`src/assert_macros.svh`:
```
// Assertion macros for the metric line tagger
`ifndef ASSERT_MACROS_SVH
`define ASSERT_MACROS_SVH

// Condition must hold at every clock edge out of reset.
`define STL_ASSERT_ALWAYS(lbl, cond) \
	lbl: assert property (@(posedge clk) disable iff (!arst_n) (cond)) \
		else $error("assertion failed");

// Antecedent implies consequent on the same edge.
`define STL_ASSERT_IMPL(lbl, ante, cons) \
	lbl: assert property (@(posedge clk) disable iff (!arst_n) (ante) |-> (cons)) \
		else $error("assertion failed");

`endif

```
`src/stl_pkg.sv`:
```
// Shared types, codes and the byte classifier for the metric line tagger
package stl_pkg;

	localparam int TOK_DEPTH_DEF = 2;
	localparam int RES_DEPTH_DEF = 2;

	localparam logic [7:0] CH_LBRACK = 8'h5B;
	localparam logic [7:0] CH_RBRACK = 8'h5D;
	localparam logic [7:0] CH_COLON  = 8'h3A;
	localparam logic [7:0] CH_EQ     = 8'h3D;
	localparam logic [7:0] CH_ZERO   = 8'h00;

	localparam logic [2:0] CLS_OTHER  = 3'd0;
	localparam logic [2:0] CLS_LBRACK = 3'd1;
	localparam logic [2:0] CLS_RBRACK = 3'd2;
	localparam logic [2:0] CLS_COLON  = 3'd3;
	localparam logic [2:0] CLS_EQ     = 3'd4;
	localparam logic [2:0] CLS_ZERO   = 3'd5;

	localparam logic [2:0] PH_KEY    = 3'd0;
	localparam logic [2:0] PH_AFTER  = 3'd1;
	localparam logic [2:0] PH_LABEL  = 3'd2;
	localparam logic [2:0] PH_VALUE  = 3'd3;
	localparam logic [2:0] PH_IGNORE = 3'd4;

	localparam logic [2:0] ROLE_KEY   = 3'd0;
	localparam logic [2:0] ROLE_NAME  = 3'd1;
	localparam logic [2:0] ROLE_LVAL  = 3'd2;
	localparam logic [2:0] ROLE_SVAL  = 3'd3;
	localparam logic [2:0] ROLE_DELIM = 3'd4;
	localparam logic [2:0] ROLE_NONE  = 3'd5;

	localparam logic [1:0] DONE_NONE   = 2'd0;
	localparam logic [1:0] DONE_KEY    = 2'd1;
	localparam logic [1:0] DONE_LABEL  = 2'd2;
	localparam logic [1:0] DONE_SAMPLE = 2'd3;

	localparam logic [1:0] ERR_NONE      = 2'd0;
	localparam logic [1:0] ERR_EQ_IN_KEY = 2'd1;
	localparam logic [1:0] ERR_BAD_LABEL = 2'd2;
	localparam logic [1:0] ERR_AFTER_LBL = 2'd3;

	typedef struct packed {
		logic       eol;
		logic [2:0] cls;
	} tok_t;

	typedef struct packed {
		logic [2:0] role;
		logic [1:0] done;
		logic [1:0] err;
		logic       ld;
	} res_t;

	function automatic logic [2:0] classify(input logic [7:0] b);
		logic [2:0] c;
		unique case (b)
			CH_LBRACK: c = CLS_LBRACK;
			CH_RBRACK: c = CLS_RBRACK;
			CH_COLON:  c = CLS_COLON;
			CH_EQ:     c = CLS_EQ;
			CH_ZERO:   c = CLS_ZERO;
			default:   c = CLS_OTHER;
		endcase
		return c;
	endfunction

endpackage

```
`src/stl_queue.sv`:
```
// Small first-in first-out queue with registered storage
module stl_queue #(
	parameter int DEPTH = stl_pkg::TOK_DEPTH_DEF,
	parameter int WIDTH = 1
) (
	input  logic             clk,
	input  logic             arst_n,
	input  logic             wr_en,
	input  logic [WIDTH-1:0] wr_data,
	output logic             full,
	input  logic             rd_en,
	output logic [WIDTH-1:0] rd_data,
	output logic             empty
);

	localparam int AW = (DEPTH > 1) ? $clog2(DEPTH) : 1;
	localparam int CW = $clog2(DEPTH + 1);

	logic [WIDTH-1:0] mem_q [DEPTH];
	logic [AW-1:0]    wptr_q;
	logic [AW-1:0]    rptr_q;
	logic [CW-1:0]    count_q;
	logic             do_wr;
	logic             do_rd;

	assign full    = (count_q == CW'(DEPTH));
	assign empty   = (count_q == '0);
	assign do_wr   = wr_en && !full;
	assign do_rd   = rd_en && !empty;
	assign rd_data = mem_q[rptr_q];

	always_ff @(posedge clk or negedge arst_n) begin
		if (!arst_n) begin
			wptr_q  <= '0;
			rptr_q  <= '0;
			count_q <= '0;
		end else begin
			if (do_wr) begin
				wptr_q <= (wptr_q == AW'(DEPTH - 1)) ? '0 : wptr_q + AW'(1);
			end
			if (do_rd) begin
				rptr_q <= (rptr_q == AW'(DEPTH - 1)) ? '0 : rptr_q + AW'(1);
			end
			unique case ({do_wr, do_rd})
				2'b10:   count_q <= count_q + CW'(1);
				2'b01:   count_q <= count_q - CW'(1);
				default: count_q <= count_q;
			endcase
		end
	end

	always_ff @(posedge clk) begin
		if (do_wr) begin
			mem_q[wptr_q] <= wr_data;
		end
	end

endmodule

```
`src/stl_front.sv`:
```
// Front end: takes input beats and classifies each byte into a token
module stl_front (
	input  logic         clk,
	input  logic         arst_n,
	input  logic         push,
	input  logic [7:0]   in_byte,
	input  logic         line_end,
	output logic         full,
	output logic         tok_valid,
	output stl_pkg::tok_t tok,
	input  logic         tok_full
);

	logic          v_s1;
	stl_pkg::tok_t tok_s1;
	logic          advance;

	assign advance   = !v_s1 || !tok_full;
	assign full      = !advance;
	assign tok_valid = v_s1;
	assign tok       = tok_s1;

	always_ff @(posedge clk or negedge arst_n) begin
		if (!arst_n) begin
			v_s1 <= 1'b0;
		end else if (advance) begin
			v_s1 <= push;
		end
	end

	always_ff @(posedge clk) begin
		if (advance && push) begin
			tok_s1.eol <= line_end;
			tok_s1.cls <= stl_pkg::classify(in_byte);
		end
	end

endmodule

```
`src/stl_back.sv`:
```
// Back end: parse state machine that turns tokens into tagged results
module stl_back (
	input  logic          clk,
	input  logic          arst_n,
	input  logic          tok_empty,
	input  stl_pkg::tok_t tok,
	output logic          tok_pop,
	input  logic          res_full,
	output logic          res_push,
	output stl_pkg::res_t res
);

	logic [2:0] phase_q;
	logic       equal_q;
	logic       nonempty_q;
	logic [2:0] phase_d;
	logic       equal_d;
	logic       nonempty_d;
	logic       take;
	logic       label_ok;
	logic       lbl_end;

	assign take     = !tok_empty && !res_full;
	assign tok_pop  = take;
	assign res_push = take;
	assign label_ok = equal_q && nonempty_q;
	assign lbl_end  = (tok.cls == stl_pkg::CLS_RBRACK) || (tok.cls == stl_pkg::CLS_COLON)
		|| (tok.cls == stl_pkg::CLS_ZERO);

	always_comb begin
		res.role   = stl_pkg::ROLE_NONE;
		res.done   = stl_pkg::DONE_NONE;
		res.err    = stl_pkg::ERR_NONE;
		res.ld     = 1'b0;
		phase_d    = phase_q;
		equal_d    = equal_q;
		nonempty_d = nonempty_q;
		if (tok.eol) begin
			res.ld     = 1'b1;
			phase_d    = stl_pkg::PH_KEY;
			equal_d    = 1'b0;
			nonempty_d = 1'b0;
			unique case (phase_q)
				stl_pkg::PH_KEY:   res.done = stl_pkg::DONE_KEY;
				stl_pkg::PH_LABEL: begin
					if (label_ok) begin
						res.done = stl_pkg::DONE_LABEL;
					end else begin
						res.err = stl_pkg::ERR_BAD_LABEL;
					end
				end
				stl_pkg::PH_AFTER: res.err  = stl_pkg::ERR_AFTER_LBL;
				stl_pkg::PH_VALUE: res.done = stl_pkg::DONE_SAMPLE;
				default: ;
			endcase
		end else begin
			unique case (phase_q)
				stl_pkg::PH_KEY: begin
					priority if (tok.cls == stl_pkg::CLS_LBRACK) begin
						res.role   = stl_pkg::ROLE_DELIM;
						res.done   = stl_pkg::DONE_KEY;
						phase_d    = stl_pkg::PH_LABEL;
						equal_d    = 1'b0;
						nonempty_d = 1'b0;
					end else if (tok.cls == stl_pkg::CLS_COLON || tok.cls == stl_pkg::CLS_ZERO) begin
						res.role = stl_pkg::ROLE_DELIM;
						res.done = stl_pkg::DONE_KEY;
						phase_d  = stl_pkg::PH_VALUE;
					end else if (tok.cls == stl_pkg::CLS_EQ) begin
						res.err = stl_pkg::ERR_EQ_IN_KEY;
						phase_d = stl_pkg::PH_IGNORE;
					end else begin
						res.role = stl_pkg::ROLE_KEY;
					end
				end
				stl_pkg::PH_AFTER: begin
					priority if (tok.cls == stl_pkg::CLS_LBRACK) begin
						res.role   = stl_pkg::ROLE_DELIM;
						phase_d    = stl_pkg::PH_LABEL;
						equal_d    = 1'b0;
						nonempty_d = 1'b0;
					end else if (tok.cls == stl_pkg::CLS_COLON) begin
						res.role = stl_pkg::ROLE_DELIM;
						phase_d  = stl_pkg::PH_VALUE;
					end else begin
						res.err = stl_pkg::ERR_AFTER_LBL;
						phase_d = stl_pkg::PH_IGNORE;
					end
				end
				stl_pkg::PH_LABEL: begin
					priority if (lbl_end) begin
						if (label_ok) begin
							res.role = stl_pkg::ROLE_DELIM;
							res.done = stl_pkg::DONE_LABEL;
							phase_d  = stl_pkg::PH_AFTER;
						end else begin
							res.err = stl_pkg::ERR_BAD_LABEL;
							phase_d = stl_pkg::PH_IGNORE;
						end
					end else if (equal_q) begin
						res.role   = stl_pkg::ROLE_LVAL;
						nonempty_d = 1'b1;
					end else if (tok.cls == stl_pkg::CLS_EQ) begin
						res.role = stl_pkg::ROLE_DELIM;
						equal_d  = 1'b1;
					end else begin
						res.role = stl_pkg::ROLE_NAME;
					end
				end
				stl_pkg::PH_VALUE: res.role = stl_pkg::ROLE_SVAL;
				default:           phase_d  = stl_pkg::PH_IGNORE;
			endcase
		end
	end

	always_ff @(posedge clk or negedge arst_n) begin
		if (!arst_n) begin
			phase_q    <= stl_pkg::PH_KEY;
			equal_q    <= 1'b0;
			nonempty_q <= 1'b0;
		end else if (take) begin
			phase_q    <= phase_d;
			equal_q    <= equal_d;
			nonempty_q <= nonempty_d;
		end
	end

endmodule

```
`src/statsd_line_tokenizer_core.sv`:
```
// Top level of the metric line byte tagger
// Tags each byte of a line key[name=val]...:value with its role.
// Input channel: a beat (in_byte, line_end) is taken when push is high and
// full is low; line_end marks the end of a line and carries no byte.
// Result channel: while empty is low the oldest result (byte_role,
// field_done, parse_error, line_done) is on the ports; it is taken when pop
// is high. Exactly one result per input beat, in order.
// A taken beat passes the classifier register, the token queue and the result
// queue before it can be popped. Throughput is one beat per cycle while pop
// keeps the result queue from filling; the back end updates its parse state
// once per token.
// When pop stays low the result queue fills, the back end stops, the token
// queue fills and full rises; nothing is dropped.
// arst_n clears all queues and returns the parser to the key phase; no
// results are pending after reset.
`include "assert_macros.svh"

module statsd_line_tokenizer_core #(
	parameter int TOK_DEPTH = stl_pkg::TOK_DEPTH_DEF,
	parameter int RES_DEPTH = stl_pkg::RES_DEPTH_DEF
) (
	input  logic       clk,
	input  logic       arst_n,
	input  logic       push,
	output logic       full,
	input  logic [7:0] in_byte,
	input  logic       line_end,
	output logic       empty,
	input  logic       pop,
	output logic [2:0] byte_role,
	output logic [1:0] field_done,
	output logic [1:0] parse_error,
	output logic       line_done
);

	localparam int TW = $bits(stl_pkg::tok_t);
	localparam int RW = $bits(stl_pkg::res_t);

	logic          fe_valid;
	stl_pkg::tok_t fe_tok;
	logic          tq_full;
	logic          tq_empty;
	logic          tq_pop;
	stl_pkg::tok_t tq_tok;
	logic          rq_full;
	logic          rq_push;
	stl_pkg::res_t be_res;
	stl_pkg::res_t rq_res;

	stl_front u_front (
		.clk       (clk),
		.arst_n    (arst_n),
		.push      (push),
		.in_byte   (in_byte),
		.line_end  (line_end),
		.full      (full),
		.tok_valid (fe_valid),
		.tok       (fe_tok),
		.tok_full  (tq_full)
	);

	stl_queue #(
		.DEPTH (TOK_DEPTH),
		.WIDTH (TW)
	) u_tok_queue (
		.clk     (clk),
		.arst_n  (arst_n),
		.wr_en   (fe_valid),
		.wr_data (fe_tok),
		.full    (tq_full),
		.rd_en   (tq_pop),
		.rd_data (tq_tok),
		.empty   (tq_empty)
	);

	stl_back u_back (
		.clk       (clk),
		.arst_n    (arst_n),
		.tok_empty (tq_empty),
		.tok       (tq_tok),
		.tok_pop   (tq_pop),
		.res_full  (rq_full),
		.res_push  (rq_push),
		.res       (be_res)
	);

	stl_queue #(
		.DEPTH (RES_DEPTH),
		.WIDTH (RW)
	) u_res_queue (
		.clk     (clk),
		.arst_n  (arst_n),
		.wr_en   (rq_push),
		.wr_data (be_res),
		.full    (rq_full),
		.rd_en   (pop),
		.rd_data (rq_res),
		.empty   (empty)
	);

	assign byte_role   = rq_res.role;
	assign field_done  = rq_res.done;
	assign parse_error = rq_res.err;
	assign line_done   = rq_res.ld;

	`STL_ASSERT_IMPL(a_eol_no_role, !empty && line_done, byte_role == stl_pkg::ROLE_NONE)
	`STL_ASSERT_IMPL(a_err_no_role, !empty && parse_error != stl_pkg::ERR_NONE,
		byte_role == stl_pkg::ROLE_NONE)
	`STL_ASSERT_IMPL(a_done_xor_err, !empty,
		field_done == stl_pkg::DONE_NONE || parse_error == stl_pkg::ERR_NONE)
	`STL_ASSERT_ALWAYS(a_back_no_overrun, !(rq_push && rq_full))

endmodule
```
`config.mk`:
```
export PLATFORM = sky130hd
export DESIGN_NAME = statsd_line_tokenizer_core
export DESIGN_NICKNAME = d
export VERILOG_FILES = /design/src/stl_pkg.sv /design/src/stl_queue.sv /design/src/stl_front.sv /design/src/stl_back.sv /design/src/statsd_line_tokenizer_core.sv
export VERILOG_INCLUDE_DIRS = /design/src /design/src/src
export SDC_FILE = /design/constraint.sdc
export NUM_CORES = 1
export LEC_CHECK = 0
export ABC_AREA = 0
export BUFFER_PORTS_ARGS = -buffer_cell sky130_fd_sc_hd__buf_2
export CORE_MARGIN = 2
export CORE_UTILIZATION = 56
export CTS_CLUSTER_DIAMETER = 200
export DETAILED_ROUTE_END_ITERATION = 8
export GPL_TIMING_DRIVEN = 0
export PLACE_DENSITY = 0.87
export RECOVER_POWER = 25
export SYNTH_ARGS = -nofsm -noshare
export SYNTH_HDL_FRONTEND = slang
export SYNTH_SLANG_ARGS = --single-unit
```
`constraint.sdc`:
```
create_clock -name clk -period 2.2 [get_ports clk]
set_input_delay 0.22 -clock clk [delete_from_list [all_inputs] [get_ports clk]]
set_output_delay 0.22 -clock clk [all_outputs]
set_load 0.03 [all_outputs]
```
[Word level (Yosys, flattened, before mapping)]
Memories as Yosys holds them, arrays and structs flattened.
Cells that the tools add are included.
Word-level totals
  register bits after elaboration: 18
  latch bits: 0
  memory bits (writable): 24
  memory bits (read-only): 0
  input bits: 13
  output and inout bits: 10
  memories: 2
Operators by class
  add/subtract/negate cells: 8
  multiply operators: 0
  div/mod/pow operators: 0
  order comparisons: 0
  eq/ne operators: 24
  shift-type cells: 0
  mux-type cells: 56
  bitwise logic cells: 0
  reductions and logical operators: 28
Memories
  u_res_queue.mem_q: words 2, width 8, rd ports 1, clocked after memory_dff 0, wr ports 1, line stl_queue.sv:19  | logic [WIDTH-1:0] mem_q [DEPTH];
  u_tok_queue.mem_q: words 2, width 4, rd ports 1, clocked after memory_dff 0, wr ports 1, line stl_queue.sv:19
Operator list (count)
  $mux 3: 16
  $pmux 3 s4: 2
  $mux 1: 20
  $eq 8x6->1 const B: 2
  $eq 8x7->1 const B: 2
  $pmux 2 s2: 4
  $pmux 3 s5: 1
  $eq 3x2->1 const B: 4
  $mux 2: 6
  $pmux 2 s3: 2
  $eq 2x2->1 const B: 4
  $logic_not 8->1: 1
  $mux 4: 2
  $reduce_and 4->1: 2
  $logic_and 1x1->1: 7
  $eq 3x1->1 const B: 2
  $eq 3x3->1 const B: 2
  $logic_not 1->1: 6
  $ne 3x2->1 const B: 2
  $mux 5: 1
  $ne 5x2->1 const B: 1
  $reduce_and 5->1: 1
  $add 1x1->1 const B: 4
  $add 2x1->2 const B: 2
  12 further kinds: 20

[Longest topological paths before layout]
An unclocked memory read counts as a cell.
  depth in word-level cells: 7
  mapped depth: 7

[Cells and area by module]
A second synthesis with hierarchy kept.
Unflattened totals
  cells, all modules: 173
  area total of the unflattened synthesis: 2119.5 um2
By module, submodules not included
  stl_queue at u_res_queue: instances 1, cells each 43, area each 772.0 um2
  stl_back: instances 1, cells each 79, area each 599.3 um2
  stl_queue at u_tok_queue: instances 1, cells each 30, area each 484.2 um2
  stl_front: instances 1, cells each 21, area each 264.0 um2

[Least setup slack after synthesis]
Ideal clock, no wire load.
  path kind: register to register
  start: reg u_tok_queue.rptr_q
  end: reg u_back.phase_q[1]
  setup time: 0.125 ns
  arrival time: 1.580 ns
  required time: 2.075 ns
  slack: 0.495 ns
  stages on the path, launching flop included: 7
  clock period less this slack: 1.705 ns
  cell sequence: dfrtp_1 buf_6 mux2i_4 nor3_4 o31ai_4 a21oi_2 mux2_4
On the way
  longest elaborated chain between the ends: 7
Ends and longest elaborated chain
  start, declared: line stl_queue.sv:21  | logic [AW-1:0] rptr_q;
  start signal, assigned: line stl_queue.sv:42  | rptr_q <= (rptr_q == AW'(DEPTH - 1)) ? '0 : rptr_q + AW'(1);
  $mem_v2 2x4 *
  $eq 3x2->1 / $eq 3x3->1 (equally long branches)
  $logic_or 1x1->1: line stl_back.sv:65  | end else if (tok.cls == stl_pkg::CLS_COLON || tok.cls == stl_pkg::CLS_ZERO) begin
  $mux 3: line stl_back.sv:65
  $mux 3: line stl_back.sv:59  | priority if (tok.cls == stl_pkg::CLS_LBRACK) begin
  $pmux 3 s4: line stl_back.sv:57  | unique case (phase_q)
  $mux 3: line stl_back.sv:38  | if (tok.eol) begin
  end signal, assigned: line stl_back.sv:118  | phase_q <= stl_pkg::PH_KEY;
  end signal, assigned: line stl_back.sv:122  | phase_q <= phase_d;
  end, declared: line stl_back.sv:13  | logic [2:0] phase_q;
Mark *: on every way between the ends. The rest lies on a longest branch, timed or not.
A chain may end at the register's enable or synchronous reset.

[Worst setup path after layout]
  start: reg u_back.phase_q[0]
  end: reg u_back.phase_q[1]
On the way
  longest elaborated chain between the ends: 3
Ends and longest elaborated chain (line)
  $eq 3x2->1, or another cell as far along: stl_back.sv:57
  $ne 3x2->1 (no source line), or another cell as far along
  $reduce_and 4->1 (no source line) / $mux 3 (equally long branches)
Several ways; a longest one is shown, not always the timed one.

==> reports/summary.json <==
{
  "synth-seq-cells": 42,
  "switching_power_w": 0.00174,
  "overall_power_consumption_w": 0.00411,
  "clk_root_buffer_cell": "clkbuf_8",
  "worstPathCellList": "clkbuf_1 -> nor3b_2 -> nand2b_1 -> o31ai_4 -> a21oi_2 -> mux2_4",
  "worstSetupPathDepth": 6,
  "route.met3.wl_um": 201,
  "port-buffer-count": 22,
  "drc": 0,
  "internal-power_w": 0.00237,
  "route.met2.wl_um": 2100,
  "postCtsSetupRepairBufs": 0,
  "setup_viol": 0,
  "via_per_inst": 5.90,
  "core-area_sq_um": 3740,
  "cpLargestDelayFamily": "simple AND/OR/NAND/NOR gates",
  "die_outline_area_sq_um": 4520,
  "grt_first_pass_wirelength_um": 6980,
  "fin_crit_ps": 2000,
  "die_height_um": 67.3,
  "cellPowerDensity_nw_per_um2": 1640,
  "worst_skew_pair.late_latency_ps": 300,
  "detail-route-antenna-nets": 0,
  "dp_slack_ps": 278,
  "synthArstFlopShare_pct": 33.3,
  "outcome": "completed",
  "fillers": 284,
  "gp_congestion": 0.875,
  "cp-end-kind": "flip-flop",
  "crit_fanout": 10,
  "layout_worst_path_cycle_share_pct": 90.7,
  "dp_hpwl_um": 2980,
  "drv_slew": 0,
  "clock_power_share_pct": 11.4,
  "multiplexer_share_of_the_synthesized_area_pct": 10.1,
  "grt_usage_pct": 21.1,
  "path_clk_slew_ps": 70,
  "hold-worst-slack_ps": 96.8,
  "timing.slew.headroom_pct": 47.1,
  "cts-root-to-sink-buffers": 2,
  "pin_count_of_the_biggest_net_entering_global_routing": 15,
  "insertedDiodeCount": 0,
  "die_width_um": 67.3,
  "setup-tns-final_ps": 0,
  "drt-wirelength-per-cell_um": 15.0,
  "average_cell_area_after_synthesis_sq_um": 11.9,
  "top_count_cell_post_synth": "edfxtp_1",
  "cpPeakStageDelay_ps": 440,
  "dr.max_layer_used": "met4",
  "drt-total-wl_um": 4020,
  "worst_hold_path_type": "primary input to flip-flop",
  "postSynth.topFlopCell": "edfxtp_1",
  "vdd.ir_drop.worst_mv": 0.720,
  "drive_gt1_share_pct": 24.2,
  "synth_top_family_by_area": "simple AND/OR/NAND/NOR gates",
  "synth.top_cells.by_area": "edfxtp_1, dfrtp_1, mux2_2",
  "r2r.worst_path.cells": 6,
  "wirelength_met1_um": 1610,
  "min_delay_path_depth": 1,
  "global_route.overflow_total": 0,
  "post_synthesis_cell_count": 188,
  "syn-cell-area_sq_um": 2240,
  "post_synth_xor_area_fraction_pct": 3.91,
  "synth_cell_types": 56,
  "critPathSlowestCell": "nor3b_2",
  "synth_edf_count": 28,
  "yosys_warnings": 0,
  "worst-slew-pin-transition_ps": 794,
  "multi_input_combinational_cell_area_sq_um": 997,
  "synth.top_cells.by_count": "edfxtp_1, nor2_1, dfrtp_1",
  "postSynthNetCount": 203,
  "power.share.sequential_pct": 36.0,
  "max_freq_mhz": 501,
  "seq_area_sq_um": 1190,
  "cts-htree-levels": 2,
  "clkSinkCount": 42,
  "tritoncts": "built",
  "rows": 22,
  "finalHoldViolCount": 0,
  "combPwrFrac_pct": 52.6,
  "worstPathRequired_ps": 2380,
  "sw_share_pct": 42.3,
  "initialDrtViolationCount": 174,
  "synth_fa_ha_area_share_pct": 1.12,
  "grt_antenna_before_repair": 0,
  "layout.nets": 233,
  "synth-simple-area-share_pct": 17.4,
  "routed-via-count": 1575,
  "crit_path_setup_slack_layout_ps": 204,
  "cp_num_buf_inv": 1,
  "initial_utilization_pct": 59.9,
  "area_grow_syn2layout_pct": 11.8,
  "synth_top_cell_area_share_pct": 37.5,
  "cts_buffers": 5,
  "rsz_0062_raised_after_global_routing": "no",
  "first_global_vias": 1510,
  "detailedRoute.firstPassIterationCount": 4,
  "synth-compound-area-share_pct": 12.0,
  "worst_ep_arrival_time_ps": 2170,
  "io_pins": 23,
  "critical_path_class": "flip-flop to flip-flop",
  "static_power_due_to_leakage_nw": 0.943,
  "synth.yosys.seq_area_share_pct": 53.2,
  "maximum_capacitance_violations": 0,
  "post-synth-top-area-cell": "edfxtp_1",
  "finClkSkew_ps": 7.52,
  "worst_setup_path_start_kind": "flip-flop"
}
through the flow:
step / area (sq um) / cells / utilization (%)
6_report: 2510 / 267 / 66.9
2_1_floorplan: 2240 / 188 / -
4_1_cts: 2510 / 267 / 67.0
3_5_place_dp: 2410 / 258 / 64.4
5_1_grt: 2510 / 267 / 66.9
3_3_place_gp: 2410 / 258 / 64.4
cell usage in the layout (no fill, tap or decap), types with 2 or more instances in the layout:
cell      netlist  layout
and2_1          6       6
edfxtp_1       28      28
a21oi_1         7       7
mux2_2         11      11
nand2b_1        3       3
mux2i_4         3       3
nor2b_1         2       2
clkbuf_1        7       9
nor2_1         17      17
nand4b_1        3       3
xnor2_1         8       8
o21ai_0         7       7
xor2_1          2       2
inv_1           3       3
nand2_1        12      12
dfrtp_1        14      14
nand3_1         3       3
nand3b_1        3       3
clkbuf_8        0       5
nor3_1          2       2
o22ai_1         2       2
o211ai_1        2       2
mux2i_1         2       2
buf_2           0      21
nor2_2          2       2
a31oi_1         4       4
nor4_1          2       2
o21bai_1        2       2
ha_1            2       2
power by group through the flow:
stage          sequential, W  clock, W  combinational, W
6_report             0.00148  0.000469           0.00216
4_1_cts              0.00148  0.000479           0.00216
3_5_place_dp         0.00149         0           0.00214
2_1_floorplan        0.00144         0           0.00174
5_1_grt              0.00152  0.000517           0.00236
3_3_place_gp         0.00147         0           0.00209
flip-flops by register name, summed over array words and instances (netlist names), 2 cells and up:
register             count
u_res_queue.mem_q       16
u_tok_queue.mem_q        8
u_front.tok              4
u_res_queue.count_q      2
u_tok_queue.count_q      2
u_back.phase_q           3
timing repair:
item	CTS	global route
hold buffers	1	0
gates resized for setup	0	0
hold endpoints to repair	14	0
final timing paths:
path,slack [ps],startpoint,end
max,200,u_back.phase_q[0]$_DFFE_PN0P_,u_back.phase_q[1]$_DFFE_PN0P_
min,100,line_end,u_front.tok[3]$_DFFE_PP_
max reg2reg,200,u_back.phase_q[0]$_DFFE_PN0P_,u_back.phase_q[1]$_DFFE_PN0P_
min reg2reg,450,u_front.tok[3]$_DFFE_PP_,u_tok_queue.mem_q[0][3]$_DFFE_PP_
max in group asynchronous,1160,arst_n,u_back.phase_q[0]$_DFFE_PN0P_
min in group asynchronous,550,arst_n,u_res_queue.count_q[1]$_DFFE_PN0P_
layer usage:
layer,vias to the layer above,global-route usage [%]
met1,749,23.6
met3,15,5.17
met2,56,37.9
li1,755,-
met4,0,9.44
met5,-,0
cell families (layout without fill, tap and decap cells):
group                      after synthesis  count (layout)
buffers and inverters                   12              43
and+or+nand+nor                         67              67
xor gates and xnor gates                10              10
adders and majority gates                2               2
DFF                                     42              42
AOI/OAI and AO/OA                       38              38
muxes                                   17              17
worst register-to-register path, stage by stage (launching register included):
cell      delay [ps]
dfrtp_1          360
clkbuf_1         220
nor3b_2          440
nand2b_1         190
o31ai_4          290
a21oi_2           80
mux2_4           310
layout make-up:
cell class	count	share of cell area, %
Buffer	8	1.50
Clock buffer	6	2.90
Clock inverter	2	0.549
Inverter	4	0.599
Multi-Input combinational cell	134	39.8
Sequential cell	42	47.5
Tap cell	48	2.40
Timing Repair Buffer	23	4.74
Power figures use the tool's default switching activity.
